--- src/hw/rtl/dbs_pkg.sv ---
`timescale 1ns / 1ps
`default_nettype none

package dbs_pkg;

  typedef struct packed {
    logic wr_en;
    logic rd_en;
  } mem_ctl_t;

endpackage

`default_nettype wire

--- src/hw/rtl/dbs_mem.sv ---
`timescale 1ns / 1ps
`default_nettype none

module dbs_mem #(
  parameter int unsigned DEPTH = 64,
  parameter int unsigned WIDTH = 32,
  localparam int unsigned AW   = $clog2(DEPTH)
) (
  input  wire logic              clk_i,
  input  wire dbs_pkg::mem_ctl_t ctl_i,
  input  wire logic [AW-1:0]     waddr_i,
  input  wire logic [WIDTH-1:0]  wdata_i,
  input  wire logic [AW-1:0]     raddr_i,
  output logic      [WIDTH-1:0]  rdata_o
);

  logic [WIDTH-1:0] mem [DEPTH];

  always_ff @(posedge clk_i) begin
    if (ctl_i.wr_en) begin
      mem[waddr_i] <= wdata_i;
    end
  end

  always_ff @(posedge clk_i) begin
    if (ctl_i.rd_en) begin
      rdata_o <= mem[raddr_i];
    end
  end

endmodule

`default_nettype wire

--- src/hw/rtl/dbs_ctrl.sv ---
`timescale 1ns / 1ps
`default_nettype none

module dbs_ctrl #(
  parameter int unsigned MAX_ELEMENTS = 64,
  parameter int unsigned VALUE_WIDTH  = 32,
  localparam int unsigned AW = $clog2(MAX_ELEMENTS),
  localparam int unsigned CW = $clog2(MAX_ELEMENTS + 1),
  localparam int unsigned IW = $clog2(MAX_ELEMENTS + 2)
) (
  input  wire logic                   clk_i,
  input  wire logic                   rst_ni,
  input  wire logic                   in_valid_i,
  output logic                        in_ready_o,
  input  wire logic [VALUE_WIDTH-1:0] value_i,
  input  wire logic                   last_i,
  output logic                        out_valid_o,
  input  wire logic                   out_ready_i,
  output logic                        final_res_o,
  output dbs_pkg::mem_ctl_t           mem_ctl_o,
  output logic [AW-1:0]               waddr_o,
  output logic [VALUE_WIDTH-1:0]      wdata_o,
  output logic [AW-1:0]               raddr_o,
  input  wire logic [VALUE_WIDTH-1:0] rdata_i
);

  localparam logic [1:0] ST_COLLECT = 2'd0;
  localparam logic [1:0] ST_SORT    = 2'd1;
  localparam logic [1:0] ST_OUT_RD  = 2'd2;
  localparam logic [1:0] ST_OUT_VLD = 2'd3;

  logic [1:0]             state_q, state_d;
  logic [CW-1:0]          count_q, count_d;
  logic [CW-1:0]          len_q, len_d;
  logic [IW-1:0]          idx_q, idx_d;
  logic [AW-1:0]          oaddr_q, oaddr_d;
  logic [VALUE_WIDTH-1:0] carry_q, carry_d;

  logic          full;
  logic [CW-1:0] count_inc;
  logic [IW-1:0] len_ext;
  logic [IW-1:0] idx_m2;
  logic [CW-1:0] len_m1;
  logic [CW-1:0] count_m1;
  logic          swap;

  assign full      = (count_q == CW'(MAX_ELEMENTS));
  assign count_inc = full ? count_q : count_q + CW'(1);
  assign len_ext   = IW'(len_q);
  assign idx_m2    = idx_q - IW'(2);
  assign len_m1    = len_q - CW'(1);
  assign count_m1  = count_q - CW'(1);
  assign swap      = $signed(carry_q) < $signed(rdata_i);

  assign in_ready_o  = (state_q == ST_COLLECT);
  assign out_valid_o = (state_q == ST_OUT_VLD);
  assign final_res_o = (CW'(oaddr_q) == count_m1);

  always_comb begin
    state_d   = state_q;
    count_d   = count_q;
    len_d     = len_q;
    idx_d     = idx_q;
    oaddr_d   = oaddr_q;
    carry_d   = carry_q;
    mem_ctl_o = '0;
    waddr_o   = count_q[AW-1:0];
    wdata_o   = value_i;
    raddr_o   = idx_q[AW-1:0];
    case (state_q)
      ST_COLLECT: begin
        if (in_valid_i) begin
          mem_ctl_o.wr_en = !full;
          count_d         = count_inc;
          if (last_i) begin
            len_d   = count_inc;
            idx_d   = '0;
            oaddr_d = '0;
            state_d = (count_inc >= CW'(2)) ? ST_SORT : ST_OUT_RD;
          end
        end
      end
      ST_SORT: begin
        mem_ctl_o.rd_en = (idx_q < len_ext);
        idx_d           = idx_q + IW'(1);
        if (idx_q == IW'(1)) begin
          carry_d = rdata_i;
        end
        if (idx_q >= IW'(2) && idx_q <= len_ext) begin
          mem_ctl_o.wr_en = 1'b1;
          waddr_o         = idx_m2[AW-1:0];
          wdata_o         = swap ? rdata_i : carry_q;
          carry_d         = swap ? carry_q : rdata_i;
        end
        if (idx_q == len_ext + IW'(1)) begin
          mem_ctl_o.wr_en = 1'b1;
          waddr_o         = len_m1[AW-1:0];
          wdata_o         = carry_q;
          idx_d           = '0;
          len_d           = len_m1;
          if (len_q == CW'(2)) begin
            state_d = ST_OUT_RD;
          end
        end
      end
      ST_OUT_RD: begin
        mem_ctl_o.rd_en = 1'b1;
        raddr_o         = oaddr_q;
        state_d         = ST_OUT_VLD;
      end
      ST_OUT_VLD: begin
        if (out_ready_i) begin
          if (final_res_o) begin
            count_d = '0;
            state_d = ST_COLLECT;
          end else begin
            oaddr_d = oaddr_q + AW'(1);
            state_d = ST_OUT_RD;
          end
        end
      end
      default: begin
        state_d = ST_COLLECT;
      end
    endcase
  end

  always_ff @(posedge clk_i or negedge rst_ni) begin
    if (!rst_ni) begin
      state_q <= ST_COLLECT;
      count_q <= '0;
      len_q   <= '0;
      idx_q   <= '0;
      oaddr_q <= '0;
    end else begin
      state_q <= state_d;
      count_q <= count_d;
      len_q   <= len_d;
      idx_q   <= idx_d;
      oaddr_q <= oaddr_d;
    end
  end

  always_ff @(posedge clk_i) begin
    carry_q <= carry_d;
  end

  a_no_overlap: assert property (@(posedge clk_i) disable iff (!rst_ni)
    out_valid_o |-> !in_ready_o)
    else $error("output word offered while input open");

  a_no_rw_clash: assert property (@(posedge clk_i) disable iff (!rst_ni)
    (mem_ctl_o.wr_en && mem_ctl_o.rd_en) |-> (waddr_o != raddr_o))
    else $error("read and write of the same entry in one cycle");

  a_count_bound: assert property (@(posedge clk_i) disable iff (!rst_ni)
    count_q <= CW'(MAX_ELEMENTS))
    else $error("element count beyond capacity");

  a_final_returns: assert property (@(posedge clk_i) disable iff (!rst_ni)
    (out_valid_o && out_ready_i && final_res_o) |=> in_ready_o)
    else $error("no return to collection after final word");

endmodule

`default_nettype wire

--- src/hw/rtl/descending_bubble_sort.sv ---
// Sorting: a set of n words is sorted in passes over L = n down to 2 words,
// paced by the single read and write port of the store.
// Output: each word is read from store, then offered until taken; n = 1 skips the sort.
// Input words are taken one per cycle while collecting; none during sort or output.
// Reset (rst_ni low, asynchronous) empties the set; store contents are left as they are.
`timescale 1ns / 1ps
`default_nettype none

module descending_bubble_sort #(
  parameter int unsigned MAX_ELEMENTS = 64,
  parameter int unsigned VALUE_WIDTH  = 32
) (
  input  wire logic                          clk_i,
  input  wire logic                          rst_ni,
  input  wire logic                          in_valid_i,
  output logic                               in_ready_o,
  input  wire logic signed [VALUE_WIDTH-1:0] value_i,
  input  wire logic                          last_i,
  output logic                               out_valid_o,
  input  wire logic                          out_ready_i,
  output logic signed [VALUE_WIDTH-1:0]      sorted_value_o,
  output logic                               final_res_o
);

  localparam int unsigned AW = $clog2(MAX_ELEMENTS);

  dbs_pkg::mem_ctl_t      mem_ctl;
  logic [AW-1:0]          waddr;
  logic [AW-1:0]          raddr;
  logic [VALUE_WIDTH-1:0] wdata;
  logic [VALUE_WIDTH-1:0] rdata;

  dbs_ctrl #(
    .MAX_ELEMENTS(MAX_ELEMENTS),
    .VALUE_WIDTH (VALUE_WIDTH)
  ) u_ctrl (
    .clk_i      (clk_i),
    .rst_ni     (rst_ni),
    .in_valid_i (in_valid_i),
    .in_ready_o (in_ready_o),
    .value_i    (value_i),
    .last_i     (last_i),
    .out_valid_o(out_valid_o),
    .out_ready_i(out_ready_i),
    .final_res_o(final_res_o),
    .mem_ctl_o  (mem_ctl),
    .waddr_o    (waddr),
    .wdata_o    (wdata),
    .raddr_o    (raddr),
    .rdata_i    (rdata)
  );

  dbs_mem #(
    .DEPTH(MAX_ELEMENTS),
    .WIDTH(VALUE_WIDTH)
  ) u_mem (
    .clk_i  (clk_i),
    .ctl_i  (mem_ctl),
    .waddr_i(waddr),
    .wdata_i(wdata),
    .raddr_i(raddr),
    .rdata_o(rdata)
  );

  assign sorted_value_o = rdata;

endmodule

`default_nettype wire
--- config.mk ---
export PLATFORM = sky130hd
export DESIGN_NAME = descending_bubble_sort
export DESIGN_NICKNAME = d
export VERILOG_FILES = /design/src/hw/rtl/dbs_pkg.sv /design/src/hw/rtl/dbs_mem.sv /design/src/hw/rtl/dbs_ctrl.sv /design/src/hw/rtl/descending_bubble_sort.sv
export SDC_FILE = /design/constraint.sdc
export NUM_CORES = 2
export LEC_CHECK = 0
export BUFFER_PORTS_ARGS = -buffer_cell sky130_fd_sc_hd__buf_2
export CAP_MARGIN = 10
export CORE_UTILIZATION = 61
export CTS_BUF_LIST = sky130_fd_sc_hd__clkbuf_8
export CTS_CLUSTER_SIZE = 12
export DETAILED_ROUTE_END_ITERATION = 12
export GPL_ROUTABILITY_DRIVEN = 0
export PLACE_DENSITY = 0.77
export RECOVER_POWER = 25
export SYNTH_ARGS = -nofsm -noshare
export SYNTH_HDL_FRONTEND = slang
export SYNTH_SLANG_ARGS = --single-unit
--- constraint.sdc ---
create_clock -name clk_i -period 7.7 [get_ports clk_i]
set_input_delay 0.77 -clock clk_i [delete_from_list [all_inputs] [get_ports clk_i]]
set_output_delay 0.77 -clock clk_i [all_outputs]
set_load 0.05 [all_outputs]
* Word-level counts from Yosys, hierarchy flattened *
Memories as Yosys holds them, arrays and structs flattened. A register that Yosys moved wholly into a read port is not among the register bits.
Index checks and enable logic that the tools add are counted.

word-level totals
  bits in registers = 61
  bits in writable memories = 2048
  input port bits = 37
  logic and storage cells = 91
  memories kept = 1

memories
  memory     words  width  rd ports  clocked after memory_dff  write ports  RTL line       source
  u_mem.mem  64     32     1         1                         1            dbs_mem.sv:17  logic [WIDTH-1:0] mem [DEPTH];

operators by class
  $add $sub $neg = 7
  $lt $le $gt $ge = 5
  eq/ne operators = 16
  muxes and demuxes = 44
  reductions and logical operators = 12

operators with widths
  cell                                                  count
  two-way mux 32 bit                                    7
  two-way mux 7 bit                                     10
  two-way mux 6 bit                                     8
  one-hot mux 7 bit (2 select lines)                    3
  less-than comparator 32 bit                           1
  adder 7 x 1 -> 7 bit (second input constant)          3
  >= comparator 7 x 2 -> 1 bit (second input constant)  2
  two-way mux 2 bit                                     7
  subtractor 7 x 1 -> 7 bit (second input constant)     2
  one-hot mux 6 bit (2 select lines)                    1
  != test 2 x 1 -> 1 bit (second input constant)        5
  AND reduction 5 bit                                   2
  one-hot mux 2 bit (4 select lines)                    1
  AND reduction 4 bit                                   2
  == test 6 x 7 -> 1 bit                                1
  == test 7 x 1 -> 1 bit (second input constant)        1
  == test 7 x 2 -> 1 bit (second input constant)        1
  == test 7 bit                                         1
  == test 7 bit (second input constant)                 1
  less-or-equal comparator 7 bit                        1
  less-than comparator 7 bit                            1
  adder 6 x 1 -> 6 bit (second input constant)          1
  != test 2 bit (second input constant)                 3
  AND reduction 3 bit                                   2
  other kinds (9)                                       17

* Depth between registers and ports, before layout *
  depth after elaboration = 7
  gate-level depth with buffers = 14

* Hierarchy *
From an unflattened synthesis, not the netlist that was laid out.

second synthesis, totals
  cell total of the unflattened synthesis = 3981
  area, all modules = 84573.6 sq um

by module, submodules not included
  module    times used  cells each  area each (sq um)
  dbs_mem   1           3324        78835.6
  dbs_ctrl  1           657         5738.0

* Least setup slack after synthesis *
No wires, ideal clock.

  path type = reg-to-reg
  start = register u_mem.rdata_o[1] (read register of u_mem.mem)
  end = memory u_mem.mem[0][22], data pin
  arrival = 5.199 ns
  slack = 1.819 ns
  stages on the path, launching flop included = 11
  period minus slack after synthesis = 5.881 ns
  path through = edfxtp_1 -> inv_1 -> ha_1 -> a2111oi_0 -> nor3_1 -> o31a_1 -> o31a_1 -> xnor2_1 -> clkbuf_1 -> nor3_1 -> nor3_1

between the ends
  cells in the longest elaborated chain, start to end = 5

RTL lines
  element                      RTL line        source
  from (decl)                  dbs_mem.sv:14   output logic [WIDTH-1:0] rdata_o
  less-than comparator 32 bit  dbs_ctrl.sv:53  assign swap = $signed(carry_q) < $signed(rdata_i);
  two-way mux 32 bit           dbs_ctrl.sv:92  wdata_o = swap ? rdata_i : carry_q;
  two-way mux 32 bit           dbs_ctrl.sv:89  if (idx_q >= IW'(2) && idx_q <= len_ext) begin
  two-way mux 32 bit           dbs_ctrl.sv:95  if (idx_q == len_ext + IW'(1)) begin
  two-way mux 32 bit           dbs_ctrl.sv:70  case (state_q)
  net u_ctrl.wdata_o[22]       dbs_ctrl.sv:22  output logic [VALUE_WIDTH-1:0] wdata_o,
  to (decl)                    dbs_mem.sv:17

The timed path passes the listed nets, and every way through them passes these cells.

* Final worst setup path *
  start = register u_mem.rdata_o[31] (read register of u_mem.mem)
  end = memory u_mem.mem[49][30], data pin

Same word-level chain as after synthesis.

==> out/qor.yml <==
synth-seq-cells: 2141
insertion_delay_ps: 1040
first_pass_iters: 6
synthesis.nets: 4481
use_met3: 0.0893
switching_share: 0.316
io_buffers: 71
clkPwrFrac: 0.280
p_int_mw: 21.2
skew_ps: 66.7
post_cts_buffers: 0
grtUsageMet2: 0.480
grt_max_degree: 129
crit_fanout: 64
slew_violations: 369
grt_pass1_wl_um: 316000
critPathArrivalTime_ps: 7330
ir_drop_mv: 0.280
drive_above_1_share: 0.236
required_ps: 8190
num_rows: 136
num_vias: 45816
period_share: 0.887
tns_ps: 0
nNetsFinal: 4734
worstSetupStartpointType: "register"
synth_cells: 4389
htreeDepth: 5
cts_hold_buf: 1
tightestPinTransition_ps: 2970
hold_path_class: "primary input to register"
max_freq_mhz: 146
cts_inserted_buffers: 338
cp.buffers_inverters: 2
first_global_vias: 44755
grt_use_total: 0.322
cp_slowest_cell: "mux2i_1"
async_flop_share: 0.0135
syn_area_per_cell_um2: 19.3
multi_input_area_um2: 20100
setup_violations: 0
dp_cells: 6091
fin_cells: 6660
synth_edf_count: 2112
ys_seq_area_frac: 0.756
wl_um: 223000
cts_root_buffer: "clkbuf_8"
critical_path_class: "register to register"
cts_tree: "done"
initial_core_util: 0.616
rsz0062_at_grt: "no"
yosys_warnings: 0
ios: 72
grt_use_met1: 0.457
max_stage_delay_ps: 2290
core_um2: 138000
grt-ovfl-total: 0
leakagePower_nw: 30.3
stdcell_area_um2: 93700
synth_ff_type: "edfxtp_1"
die_w_um: 375
viasPerCell: 6.88
status: "finished with violations"
syn_to_final_growth_pct: 10.4
drc: 0
die_h_um: 375
period_minus_slack_ps: 6830
dp_hpwl_um: 125000
cts_sinks: 2141
placed_area_um2: 88000
gr-max-usage-layer: "met2"
ys_types: 70
syn_area_um2: 84900
powerDensity_nw_per_um2: 330
maxCapViolations: 9
pwr-share-seq: 0.454
clk_pin_slew_worst_paths_ps: 60
antenna_found_initial: 5
path_delay_family: "multiplexers"
ff_latch_area_um2: 64100
violations: "capacitance limit, slew limit"
fill_cells: 8360
comb_power_share: 0.266
critPathCaptureType: "register"
die_area_um2: 141000
p_switching_mw: 9.78
ctsResizeCount: 0
clk_path_buf_depth: 4
cp_cell_sequence: "inv_1, ha_1, nand4_1, or2_2, o221ai_1, o31a_1, mux2i_1, nor2_1, nor3_2, clkbuf_2"
drtAntennaViolNets: 0
wl_per_cell_um: 33.5
drt_iter0_drc: 7329
final-hold-violation-count: 0
slew-limit-headroom: -1.04
-- tightest hold or removal path, cell delays in order --
cell     delay (ps)
buf_2           120
nand3_1         160
o31ai_1          80
-- cells in the mapped netlist (5+ instances only) --
cell      instances  area [um2]
nand4_1          14        87.6
buf_2            70         350
a21o_1           10        75.1
nand3_2          12         120
nor2_1          116         435
o21a_1            5        37.5
mux2_2            5        56.3
inv_1            48         180
o21ai_0          34         170
xor2_1           11        96.3
a22o_1            5        43.8
nand2_1         553        2080
dfrtp_1          29         726
o22ai_1          35         219
nor3_1           76         380
nand3_1         161         806
clkbuf_1        135         507
xnor2_1          23         201
a31oi_1          36         225
buf_4            12        90.1
and3_1           67         419
a21oi_1          47         235
mux2i_1           5        50.1
ha_1             55         688
a311oi_1         92         806
edfxtp_1       2112       63400
buf_1            33         124
mux4_2          512       11500
-- state kept, by name, summed over array words and instances, names as in the netlist --
| register | cells |
|---|---|
| u_ctrl.len_ext | 7 |
| u_ctrl.carry_q | 32 |
| u_mem.mem | 2048 |
| u_ctrl.count_q | 7 |
| u_ctrl.idx_q | 7 |
| u_ctrl.state_q | 2 |
| u_ctrl.oaddr_q | 6 |
| u_mem.rdata_o | 32 |
-- metal layers --
layer,vias to the layer above,wire length (um)
met5,-,13
met4,2,9110
met3,433,30600
met2,3650,103000
met1,23361,80700
li1,18370,-
-- cells by family (layout without fill, tap and decap cells) --
kind of cell	count (synthesis)	count (layout)	share of synthesized area
fa+ha+maj	55	55	0.00811
flops	2141	2141	0.756
buf+inv	303	776	0.0152
simple gates	1031	1031	0.0540
xor+xnor	35	35	0.00379
mux	523	523	0.137
other cells	0	4	0
compound gates	301	301	0.0258
-- cell usage in the layout, fill, tap and decap left out, drive strengths merged, types with 5 or more instances in the layout --
cell,Yosys,routed
xor2,11,11
nand2,553,553
a22o,5,5
a21oi,48,48
nand3b,5,5
nor3,76,76
nand4,16,16
nor2,116,116
xnor2,23,23
o21ai,36,36
and3,67,67
edfxtp,2112,2112
a31oi,36,36
clkbuf,135,395
mux2i,6,6
bufinv,0,9
ha,55,55
inv,48,138
dfrtp,29,29
mux2,5,5
mux4,512,512
nand3,173,173
clkinv,2,114
buf,118,115
a311oi,94,94
o21a,5,5
a21o,10,10
o22ai,35,35
-- power groups by stage --
stage	combinational [mW]	clock (mW)	sequential [mW]
CTS	8.22	8.71	14.0
floorplan	5.19	0	14.4
global placement	8.06	0	14.2
detailed placement	8.19	0	14.2
global route	8.64	9.19	14.0
finish	8.24	8.66	14.0
-- through the flow --
| stage | util | power, mW | setup WS [ps] | hold slack (ps) |
|---|---|---|---|---|
| 3_3_place_gp | 0.639 | 22.3 | 1960 | 532 |
| 4_1_cts | 0.681 | 30.9 | 1870 | 106 |
| 3_5_place_dp | 0.639 | 22.4 | 1890 | 546 |
| 2_1_floorplan | - | 19.6 | 1820 | 474 |
| 5_1_grt | 0.680 | 31.9 | 770 | 167 |
| 6_report | 0.680 | 30.9 | 867 | 195 |
-- path summary, 6_finish.rpt --
check                                  start                 to  slack, ps  cells past startpoint
max                        u_mem.rdata_o[31]  u_mem.mem[49][30]        870                     10
min                               in_valid_i  u_ctrl.count_q[0]        190                      3
max reg2reg                u_mem.rdata_o[31]  u_mem.mem[49][30]        870                     10
min reg2reg                u_ctrl.state_q[0]  u_ctrl.state_q[0]        570                      2
max in group asynchronous             rst_ni  u_ctrl.oaddr_q[4]       5920                      2
min in group asynchronous             rst_ni    u_ctrl.idx_q[4]        740                      2
-- cell type report --
cell class                 instances  area share
clock buffer                     345      0.0507
tap                             1794      0.0239
sequential                      2141       0.684
multi-input combinational       1945       0.214
antenna                            4    0.000107
timing repair buffer             166      0.0128
clock inverter                   215      0.0117
inverter                          50     0.00200
Note: power is estimated with default switching activity, not from simulation.
